===== config.mk =====
export PLATFORM = sky130hd
export DESIGN_NAME = bffa_seq
export DESIGN_NICKNAME = d
export VERILOG_FILES = /design/src/rtl/core/bffa_pkg.sv /design/src/rtl/core/bffa_addr_unit.sv /design/src/rtl/core/bffa_seq.sv
export SDC_FILE = /design/constraint.sdc
export NUM_CORES = 1
export LEC_CHECK = 0
export ABC_AREA = 1
export ABC_CLOCK_PERIOD_IN_PS = 12600
export BUFFER_PORTS_ARGS = -buffer_cell sky130_fd_sc_hd__buf_2
export CORE_UTILIZATION = 50
export CTS_BUF_LIST = sky130_fd_sc_hd__clkbuf_4
export DETAILED_ROUTE_END_ITERATION = 6
export GPL_TIMING_DRIVEN = 0
export PLACE_DENSITY_LB_ADDON = 0.05
export SLEW_MARGIN = 10
export SYNTH_ARGS = -nofsm -noshare
export SYNTH_HDL_FRONTEND = slang
export SYNTH_HIERARCHICAL = 1
export SYNTH_SLANG_ARGS = --single-unit
export TNS_END_PERCENT = 30

===== constraint.sdc =====
create_clock -name clk -period 12.6 [get_ports clk]
set_clock_uncertainty 0.2 [all_clocks]
set_input_delay 1.26 -clock clk [delete_from_list [all_inputs] [get_ports clk]]
set_output_delay 1.26 -clock clk [all_outputs]
set_load 0.01 [all_outputs]

===== src/rtl/core/bffa_pkg.sv =====
// ----------------------------------------------------------------------------
// bffa_pkg
// Shared sizes, status codes, sequencer states and the bitmap memory request
// for the bitmap first-fit page allocator.
// ----------------------------------------------------------------------------
package bffa_pkg;

  localparam int PAGE_COUNT    = 32768;
  localparam int PAGE_SHIFT    = 12;
  localparam int MAP_WORD_BITS = 64;

  localparam int MAP_DEPTH  = (PAGE_COUNT + MAP_WORD_BITS - 1) / MAP_WORD_BITS;
  localparam int MAP_ADDR_W = (MAP_DEPTH > 1) ? $clog2(MAP_DEPTH) : 1;
  localparam int MAP_CNT_W  = $clog2(MAP_DEPTH + 1);
  localparam int BIT_W      = $clog2(MAP_WORD_BITS);
  localparam int PAGE_IDX_W = $clog2(MAP_DEPTH * MAP_WORD_BITS);

  localparam int CHUNK_BITS  = 8;
  localparam int CHUNK_COUNT = (MAP_WORD_BITS + CHUNK_BITS - 1) / CHUNK_BITS;
  localparam int CHUNK_W     = (CHUNK_COUNT > 1) ? $clog2(CHUNK_COUNT) : 1;
  localparam int PAD_BITS    = CHUNK_COUNT * CHUNK_BITS;

  typedef enum logic [1:0] {
    STAT_ALLOCATED = 2'd0,
    STAT_NO_MEMORY = 2'd1,
    STAT_FREED     = 2'd2,
    STAT_RANGE     = 2'd3
  } status_t;

  typedef enum logic [3:0] {
    S_CLEAR,
    S_IDLE,
    S_SCAN,
    S_FIND,
    S_ALLOC,
    S_FREE_CHK,
    S_FREE_RD,
    S_FREE_WR
  } state_t;

  typedef struct packed {
    logic                     we;
    logic [MAP_ADDR_W-1:0]    waddr;
    logic [MAP_WORD_BITS-1:0] wdata;
    logic                     re;
    logic [MAP_ADDR_W-1:0]    raddr;
  } ram_req_t;

endpackage


===== src/rtl/core/bffa_addr_unit.sv =====
// ----------------------------------------------------------------------------
// bffa_addr_unit
// Shared 64-bit add/subtract unit: page address on allocate, offset from
// base with borrow on free.
// ----------------------------------------------------------------------------
module bffa_addr_unit (
  input  logic        sub,
  input  logic [63:0] a,
  input  logic [63:0] b,
  output logic [63:0] sum,
  output logic        borrow
);

  logic [64:0] full;

  assign full   = {1'b0, a} + {1'b0, (sub ? ~b : b)} + 65'(sub);
  assign sum    = full[63:0];
  assign borrow = sub & ~full[64];

endmodule


===== src/rtl/core/bffa_seq.sv =====
// ----------------------------------------------------------------------------
// bffa_seq
// Sequencer: bitmap clearing pass, word scan, chunk search, free range check
// and read-modify-write of the bitmap word.
// ----------------------------------------------------------------------------
module bffa_seq (
  input  logic                 clk,
  input  logic                 rst,
  input  logic                 start,
  input  logic                 operation,
  input  logic [63:0]          page_address,
  input  logic                 cfg_wen,
  input  logic [63:0]          cfg_wdata,
  output logic                 busy,
  output logic                 done,
  output logic [63:0]          result_address,
  output logic [1:0]           status,
  output bffa_pkg::ram_req_t   ram_req,
  input  logic [bffa_pkg::MAP_WORD_BITS-1:0] ram_rdata
);
  import bffa_pkg::*;

  state_t                   state, state_next;
  logic [63:0]              base;
  logic [63:0]              op_addr, op_addr_next;
  logic [MAP_ADDR_W-1:0]    clr_addr, clr_addr_next;
  logic [MAP_CNT_W-1:0]     scan_cnt, scan_cnt_next;
  logic                     pend, pend_next;
  logic [MAP_ADDR_W-1:0]    pend_addr, pend_addr_next;
  logic [MAP_WORD_BITS-1:0] word, word_next;
  logic [MAP_ADDR_W-1:0]    word_addr, word_addr_next;
  logic [CHUNK_W-1:0]       chunk_idx, chunk_idx_next;
  logic [BIT_W-1:0]         bit_pos, bit_pos_next;
  logic [PAGE_IDX_W-1:0]    page_idx, page_idx_next;
  logic                     done_next;
  logic [63:0]              result_address_next;
  logic [1:0]               status_next;

  logic                     au_sub;
  logic [63:0]              au_a, au_b, au_sum;
  logic                     au_borrow;
  logic [PAD_BITS-1:0]      word_pad;
  logic [CHUNK_BITS-1:0]    chunk;
  logic [CHUNK_W+2:0]       bit_full;
  logic                     accept;

  function automatic logic [2:0] ffz8(input logic [7:0] c);
    logic [2:0] r;
    r = 3'd0;
    for (int i = 7; i >= 0; i--) begin
      if (!c[i]) begin
        r = 3'(i);
      end
    end
    return r;
  endfunction

  bffa_addr_unit u_addr (
    .sub    (au_sub),
    .a      (au_a),
    .b      (au_b),
    .sum    (au_sum),
    .borrow (au_borrow)
  );

  assign accept   = start & ~busy;
  assign word_pad = ~(PAD_BITS'(~word));
  assign chunk    = word_pad[{chunk_idx, 3'b000} +: CHUNK_BITS];
  assign bit_full = {chunk_idx, ffz8(chunk)};

  always_ff @(posedge clk) begin
    if (rst) begin
      state    <= S_CLEAR;
      base     <= '0;
      clr_addr <= '0;
      pend     <= 1'b0;
      done     <= 1'b0;
    end else begin
      state    <= state_next;
      clr_addr <= clr_addr_next;
      pend     <= pend_next;
      done     <= done_next;
      if (cfg_wen) begin
        base <= cfg_wdata;
      end
    end
  end

  always_ff @(posedge clk) begin
    op_addr        <= op_addr_next;
    scan_cnt       <= scan_cnt_next;
    pend_addr      <= pend_addr_next;
    word           <= word_next;
    word_addr      <= word_addr_next;
    chunk_idx      <= chunk_idx_next;
    bit_pos        <= bit_pos_next;
    page_idx       <= page_idx_next;
    result_address <= result_address_next;
    status         <= status_next;
  end

  always_comb begin
    state_next          = state;
    op_addr_next        = op_addr;
    clr_addr_next       = clr_addr;
    scan_cnt_next       = scan_cnt;
    pend_next           = 1'b0;
    pend_addr_next      = pend_addr;
    word_next           = word;
    word_addr_next      = word_addr;
    chunk_idx_next      = chunk_idx;
    bit_pos_next        = bit_pos;
    page_idx_next       = page_idx;
    done_next           = 1'b0;
    result_address_next = result_address;
    status_next         = status;
    busy                = 1'b1;
    ram_req             = '0;
    au_sub              = 1'b0;
    au_a                = base;
    au_b                = 64'(page_idx) << PAGE_SHIFT;

    unique case (state)
      S_CLEAR: begin
        ram_req.we    = 1'b1;
        ram_req.waddr = clr_addr;
        clr_addr_next = clr_addr + 1'b1;
        if (clr_addr == MAP_ADDR_W'(MAP_DEPTH - 1)) begin
          state_next = S_IDLE;
        end
      end
      S_IDLE: begin
        busy = 1'b0;
        if (accept) begin
          op_addr_next  = page_address;
          scan_cnt_next = '0;
          state_next    = operation ? S_FREE_CHK : S_SCAN;
        end
      end
      S_SCAN: begin
        if (scan_cnt != MAP_CNT_W'(MAP_DEPTH)) begin
          ram_req.re     = 1'b1;
          ram_req.raddr  = scan_cnt[MAP_ADDR_W-1:0];
          scan_cnt_next  = scan_cnt + 1'b1;
          pend_next      = 1'b1;
          pend_addr_next = scan_cnt[MAP_ADDR_W-1:0];
        end
        if (pend) begin
          if (ram_rdata != '1) begin
            word_next      = ram_rdata;
            word_addr_next = pend_addr;
            chunk_idx_next = '0;
            pend_next      = 1'b0;
            state_next     = S_FIND;
          end else if (pend_addr == MAP_ADDR_W'(MAP_DEPTH - 1)) begin
            done_next           = 1'b1;
            result_address_next = '0;
            status_next         = STAT_NO_MEMORY;
            state_next          = S_IDLE;
          end
        end
      end
      S_FIND: begin
        if (chunk != '1) begin
          bit_pos_next  = BIT_W'(bit_full);
          page_idx_next = PAGE_IDX_W'(word_addr) * PAGE_IDX_W'(MAP_WORD_BITS)
                          + PAGE_IDX_W'(bit_full);
          state_next    = S_ALLOC;
        end else begin
          chunk_idx_next = chunk_idx + 1'b1;
        end
      end
      S_ALLOC: begin
        done_next  = 1'b1;
        state_next = S_IDLE;
        if ({1'b0, page_idx} >= (PAGE_IDX_W + 1)'(PAGE_COUNT)) begin
          result_address_next = '0;
          status_next         = STAT_NO_MEMORY;
        end else begin
          ram_req.we          = 1'b1;
          ram_req.waddr       = word_addr;
          ram_req.wdata       = word | (MAP_WORD_BITS'(1) << bit_pos);
          result_address_next = au_sum;
          status_next         = STAT_ALLOCATED;
        end
      end
      S_FREE_CHK: begin
        au_sub = 1'b1;
        au_a   = op_addr;
        au_b   = base;
        if (au_borrow ||
            (au_sum[63:PAGE_SHIFT] >= (64 - PAGE_SHIFT)'(PAGE_COUNT))) begin
          done_next           = 1'b1;
          result_address_next = '0;
          status_next         = STAT_RANGE;
          state_next          = S_IDLE;
        end else begin
          word_addr_next = au_sum[PAGE_SHIFT + BIT_W +: MAP_ADDR_W];
          bit_pos_next   = au_sum[PAGE_SHIFT +: BIT_W];
          state_next     = S_FREE_RD;
        end
      end
      S_FREE_RD: begin
        ram_req.re    = 1'b1;
        ram_req.raddr = word_addr;
        state_next    = S_FREE_WR;
      end
      S_FREE_WR: begin
        ram_req.we          = 1'b1;
        ram_req.waddr       = word_addr;
        ram_req.wdata       = ram_rdata & ~(MAP_WORD_BITS'(1) << bit_pos);
        done_next           = 1'b1;
        result_address_next = '0;
        status_next         = STAT_FREED;
        state_next          = S_IDLE;
      end
      default: begin
        state_next = S_IDLE;
      end
    endcase
  end

`ifndef SYNTHESIS
  a_done_single: assert property (@(posedge clk) disable iff (rst)
    done |=> !done) else $error("result strobe held for two cycles");

  a_idle_no_write: assert property (@(posedge clk) disable iff (rst)
    (state == S_IDLE) |-> !ram_req.we) else $error("bitmap written while idle");

  a_accept_busy: assert property (@(posedge clk) disable iff (rst)
    accept |=> busy) else $error("accepted beat did not raise busy");

  a_addr_alloc_only: assert property (@(posedge clk) disable iff (rst)
    (done && (result_address != '0)) |-> (status == STAT_ALLOCATED))
    else $error("nonzero address with non-allocate status");
`endif

endmodule


==> impl_metrics.prom <==
# TYPE chip_impl_metric gauge
chip_impl_info{name="status",value="finished, final reports clean"} 1
chip_impl_metric{name="seq_area_frac_synth",unit=""} 0.420
chip_impl_metric{name="post_cts_hold_buffer_count",unit=""} 0
chip_impl_metric{name="path_clk_slew",unit="ps"} 70
chip_impl_metric{name="drt_pre_antenna_iters",unit=""} 6
chip_impl_metric{name="globalRouteTotalUtil",unit=""} 0.364
chip_impl_info{name="criticalPathCategory",value="flip-flop to flip-flop"} 1
chip_impl_metric{name="grt_max_degree",unit=""} 67
chip_impl_metric{name="final_layout_size_suffix_gt1_frac",unit=""} 0.182
chip_impl_metric{name="worst_hold_path.num_cells",unit=""} 0
chip_impl_metric{name="post_synth_inst_count",unit=""} 2943
chip_impl_metric{name="worstPathRequired",unit="ps"} 12820
chip_impl_metric{name="drc",unit=""} 0
chip_impl_metric{name="ys.warnings.count",unit=""} 6
chip_impl_metric{name="resized_cells_post_cts",unit=""} 0
chip_impl_metric{name="globalplace.congestion",unit=""} 0.970
chip_impl_metric{name="synth_largest_type_area_fraction",unit=""} 0.346
chip_impl_info{name="layout.cells.most_common",value="nand2_1"} 1
chip_impl_metric{name="detail_route.vias_per_cell",unit=""} 5.53
chip_impl_info{name="most-common-layout-cells",value="770 x nand2_1, 444 x inv_1, 375 x buf_2"} 1
chip_impl_info{name="critPathCaptureType",value="flip-flop"} 1
chip_impl_metric{name="finalWorstPathRequiredPeriod",unit="ps"} 7360
chip_impl_metric{name="max_cap_violations",unit=""} 0
chip_impl_metric{name="yosysUniqueCellTypes",unit=""} 45
chip_impl_info{name="whs_endpoint",value="pend_addr[3]"} 1
chip_impl_metric{name="maxSlewViolCount",unit=""} 0
chip_impl_metric{name="wl_met3",unit="um"} 8440
chip_impl_info{name="timing.hold.worst.start",value="scan_cnt[3]"} 1
chip_impl_metric{name="dieArea",unit="sq um"} 43500
chip_impl_metric{name="setup-tns-final",unit="ps"} 0
chip_impl_info{name="worstSetupStartpointType",value="flip-flop"} 1
chip_impl_metric{name="routed_length_on_met2",unit="um"} 33800
chip_impl_metric{name="power-per-cell-area",unit="nW/um^2"} 95.7
chip_impl_info{name="cts_tree",value="yes"} 1
chip_impl_metric{name="synth.net_count",unit=""} 3209
chip_impl_metric{name="clkSinkCount",unit=""} 324
chip_impl_metric{name="grt_pass1_vias",unit=""} 20000
chip_impl_metric{name="dr_wl_cell",unit="um"} 20.1
chip_impl_metric{name="final_nets",unit=""} 3646
chip_impl_metric{name="drt-initial-drc-count",unit=""} 2666
chip_impl_metric{name="worst_hold_slack",unit="ps"} 246
chip_impl_metric{name="post_synthesis_average_cell_area",unit="sq um"} 7.24
chip_impl_metric{name="dpl.hpwl",unit="um"} 64700
chip_impl_metric{name="dr_vias",unit=""} 22000
chip_impl_metric{name="clock_insertion_delay_worst_skew",unit="ps"} 870
chip_impl_metric{name="floorplan.initialDensity",unit=""} 0.507
chip_impl_metric{name="max-slew-margin-rel",unit=""} 0.242
chip_impl_info{name="netlist.top_cell.by_area",value="edfxtp_1"} 1
chip_impl_metric{name="boundaryPins",unit=""} 349
chip_impl_info{name="min_path_type",value="flip-flop to flip-flop"} 1
chip_impl_metric{name="ant_nets",unit=""} 0
chip_impl_metric{name="antenna_found_initial",unit=""} 5
chip_impl_metric{name="port_buffers",unit=""} 347
chip_impl_metric{name="postRouteWirelength",unit="um"} 79900
chip_impl_metric{name="hold_violations",unit=""} 0
chip_impl_info{name="r2r-start",value="state[0]"} 1
chip_impl_metric{name="syn-cell-area",unit="sq um"} 21300
chip_impl_metric{name="total_leakage_power",unit="nW"} 12.2
chip_impl_info{name="top_signal_layer_used",value="met5"} 1
chip_impl_metric{name="grt_first_pass_wirelength",unit="um"} 118000
chip_impl_metric{name="vdd.ir_drop.worst",unit="mV"} 0.104
chip_impl_metric{name="die_y",unit="um"} 208
chip_impl_metric{name="final_core_util",unit=""} 0.594
chip_impl_metric{name="floorplan.die.width",unit="um"} 208
chip_impl_metric{name="std_cell_rows",unit=""} 75
chip_impl_metric{name="area_growth",unit="%"} 17.1
chip_impl_metric{name="count_of_final_setup_violators",unit=""} 0
chip_impl_metric{name="worstPathArrival",unit="ps"} 7590
chip_impl_info{name="ctsRootBufferMaster",value="clkbuf_4"} 1
chip_impl_info{name="synth_top_cells_by_area",value="edfxtp_1 35%, nand2_1 14%, inv_1 7.9%, dfxtp_1 7.3%, o21ai_0 7.0%"} 1
chip_impl_metric{name="cts-buffers-inserted",unit=""} 85
chip_impl_metric{name="clockBufferDepth",unit=""} 3
chip_impl_metric{name="wirelength_met1",unit="um"} 35600
chip_impl_metric{name="number_of_storage_elements_in_the_synthesis_netlist",unit=""} 324
chip_impl_metric{name="grt_overflow_total",unit=""} 0
chip_impl_metric{name="worst-r2r-cell-count",unit=""} 26
chip_impl_metric{name="critical_path.max_fanout",unit=""} 66
chip_impl_metric{name="instances_no_fill",unit=""} 3986
chip_impl_metric{name="cts.htree.levels",unit=""} 3
chip_impl_metric{name="post-place-cells",unit=""} 3832
chip_impl_metric{name="cts_setup_buffers",unit=""} 0
chip_impl_info{name="grt_setup_unrepaired",value="false"} 1
chip_impl_info{name="crit-reg2reg-capture",value="result_address[56]"} 1
chip_impl_metric{name="worst_slew_pin_slew",unit="ps"} 1140
chip_impl_metric{name="r2r_setup_slack",unit="ps"} 5240
chip_impl_metric{name="max_freq",unit="MHz"} 136
chip_impl_metric{name="core-area",unit="sq um"} 42000
chip_impl_metric{name="period_share",unit=""} 0.584
## worst max-delay path, stage by stage, from the launching register on
cell and delay [ps]:
dfxtp_1 460, inv_2 80, nor2_2 150, inv_2 60, nor2_4 340, buf_2 400, buf_2 440, buf_2 420
buf_2 520, xor2_1 200, ha_1 320, a21o_1 230, o21bai_1 190, a21oi_1 300, nand2_1 100, a21oi_1 460
nand2_1 110, nand2_1 70, nand2_1 80, nor2_1 110, nand2_1 100, nor2_1 120, nand2_1 70, nor2_1 440
nand3_1 340, nand3_1 250, inv_4 290
## worst max-delay path by stage
stage / startpoint / endpoint / slack (ps) / cells after the start
floorplan: state[0] / result_address[0] / 7250 / 27
global placement: state[0] / result_address[62] / 4600 / 27
detailed placement: state[0] / result_address[61] / 5510 / 27
CTS: state[0] / result_address[62] / 5420 / 26
global route: state[0] / result_address[61] / 4930 / 26
finish: state[0] / result_address[56] / 5240 / 26
## report_power, final
part           total (mW)  switching (mW)  internal, mW
clock network       0.966           0.457         0.508
registers            1.16         0.00398          1.15
logic               0.263           0.182        0.0815
total                2.39           0.643          1.74
## sequential cells by signal (all words and copies together), names as in the netlist, 2 cells and up
signal          flops
clr_addr            9
base               64
word_addr           9
state               3
result_address     64
bit_pos             6
page_idx           15
op_addr            64
chunk_idx           3
word               64
scan_cnt           10
pend_addr           9
status              2
## stage by stage
stage | power (mW) | worst slack [ps] | instance area (sq um)
3_5_place_dp | 1.44 | 5510 | 23800
6_report | 2.39 | 5240 | 25000
3_3_place_gp | 1.43 | 4600 | 23700
2_1_floorplan | 1.32 | 7250 | 21300
4_1_cts | 2.39 | 5420 | 24900
5_1_grt | 2.47 | 4930 | 25000
## layout make-up
cell class	count	area, sq um
repair buffers	350	1810
plain buffers	104	485
multi-input cells	2055	10200
clock inverters	16	115
well taps	539	674
clock buffers	135	1010
fillers	4035	17100
inverters	460	1740
flip-flops and latches	324	8950
diodes	3	7.51
## cells in the mapped netlist, drive strengths merged
| cell | instances |
|---|---|
| o21bai | 12 |
| a211oi | 2 |
| ha | 68 |
| nand3b | 2 |
| o211ai | 1 |
| nand2 | 794 |
| edfxtp | 246 |
| nor3b | 2 |
| a21oi | 182 |
| nor3 | 24 |
| o21ai | 305 |
| nor2 | 356 |
| o21a | 4 |
| a21boi | 1 |
| clkbuf | 61 |
| nand3 | 120 |
| dfxtp | 78 |
| and2 | 3 |
| nor4 | 4 |
| nand4 | 33 |
| a21o | 3 |
| inv | 457 |
| buf | 43 |
| a31o | 21 |
| a31oi | 4 |
| fa | 1 |
| clkinv | 3 |
| xnor2 | 3 |
| o22ai | 15 |
| xor2 | 95 |
## logic make-up (layout without fill, tap and decap cells)
logic type      count (synthesis)  after routing  synth area share
simple gates                 1338           1338             0.258
buf+inv                       564           1065             0.104
compound gates                550            550             0.137
flops                         324            324             0.420
xor+xnor                       98             98            0.0403
fa+ha+maj                      69             69            0.0408
other cells                     0              3                 0
## layer usage
layer / GRT usage / vias to the layer above
met2: 0.536 / 1236
li1: - / 10400
met3: 0.0786 / 151
met4: 0.110 / 2
met1: 0.531 / 10200
met5: 0 / -
Note: power is estimated with default switching activity, not from simulation.
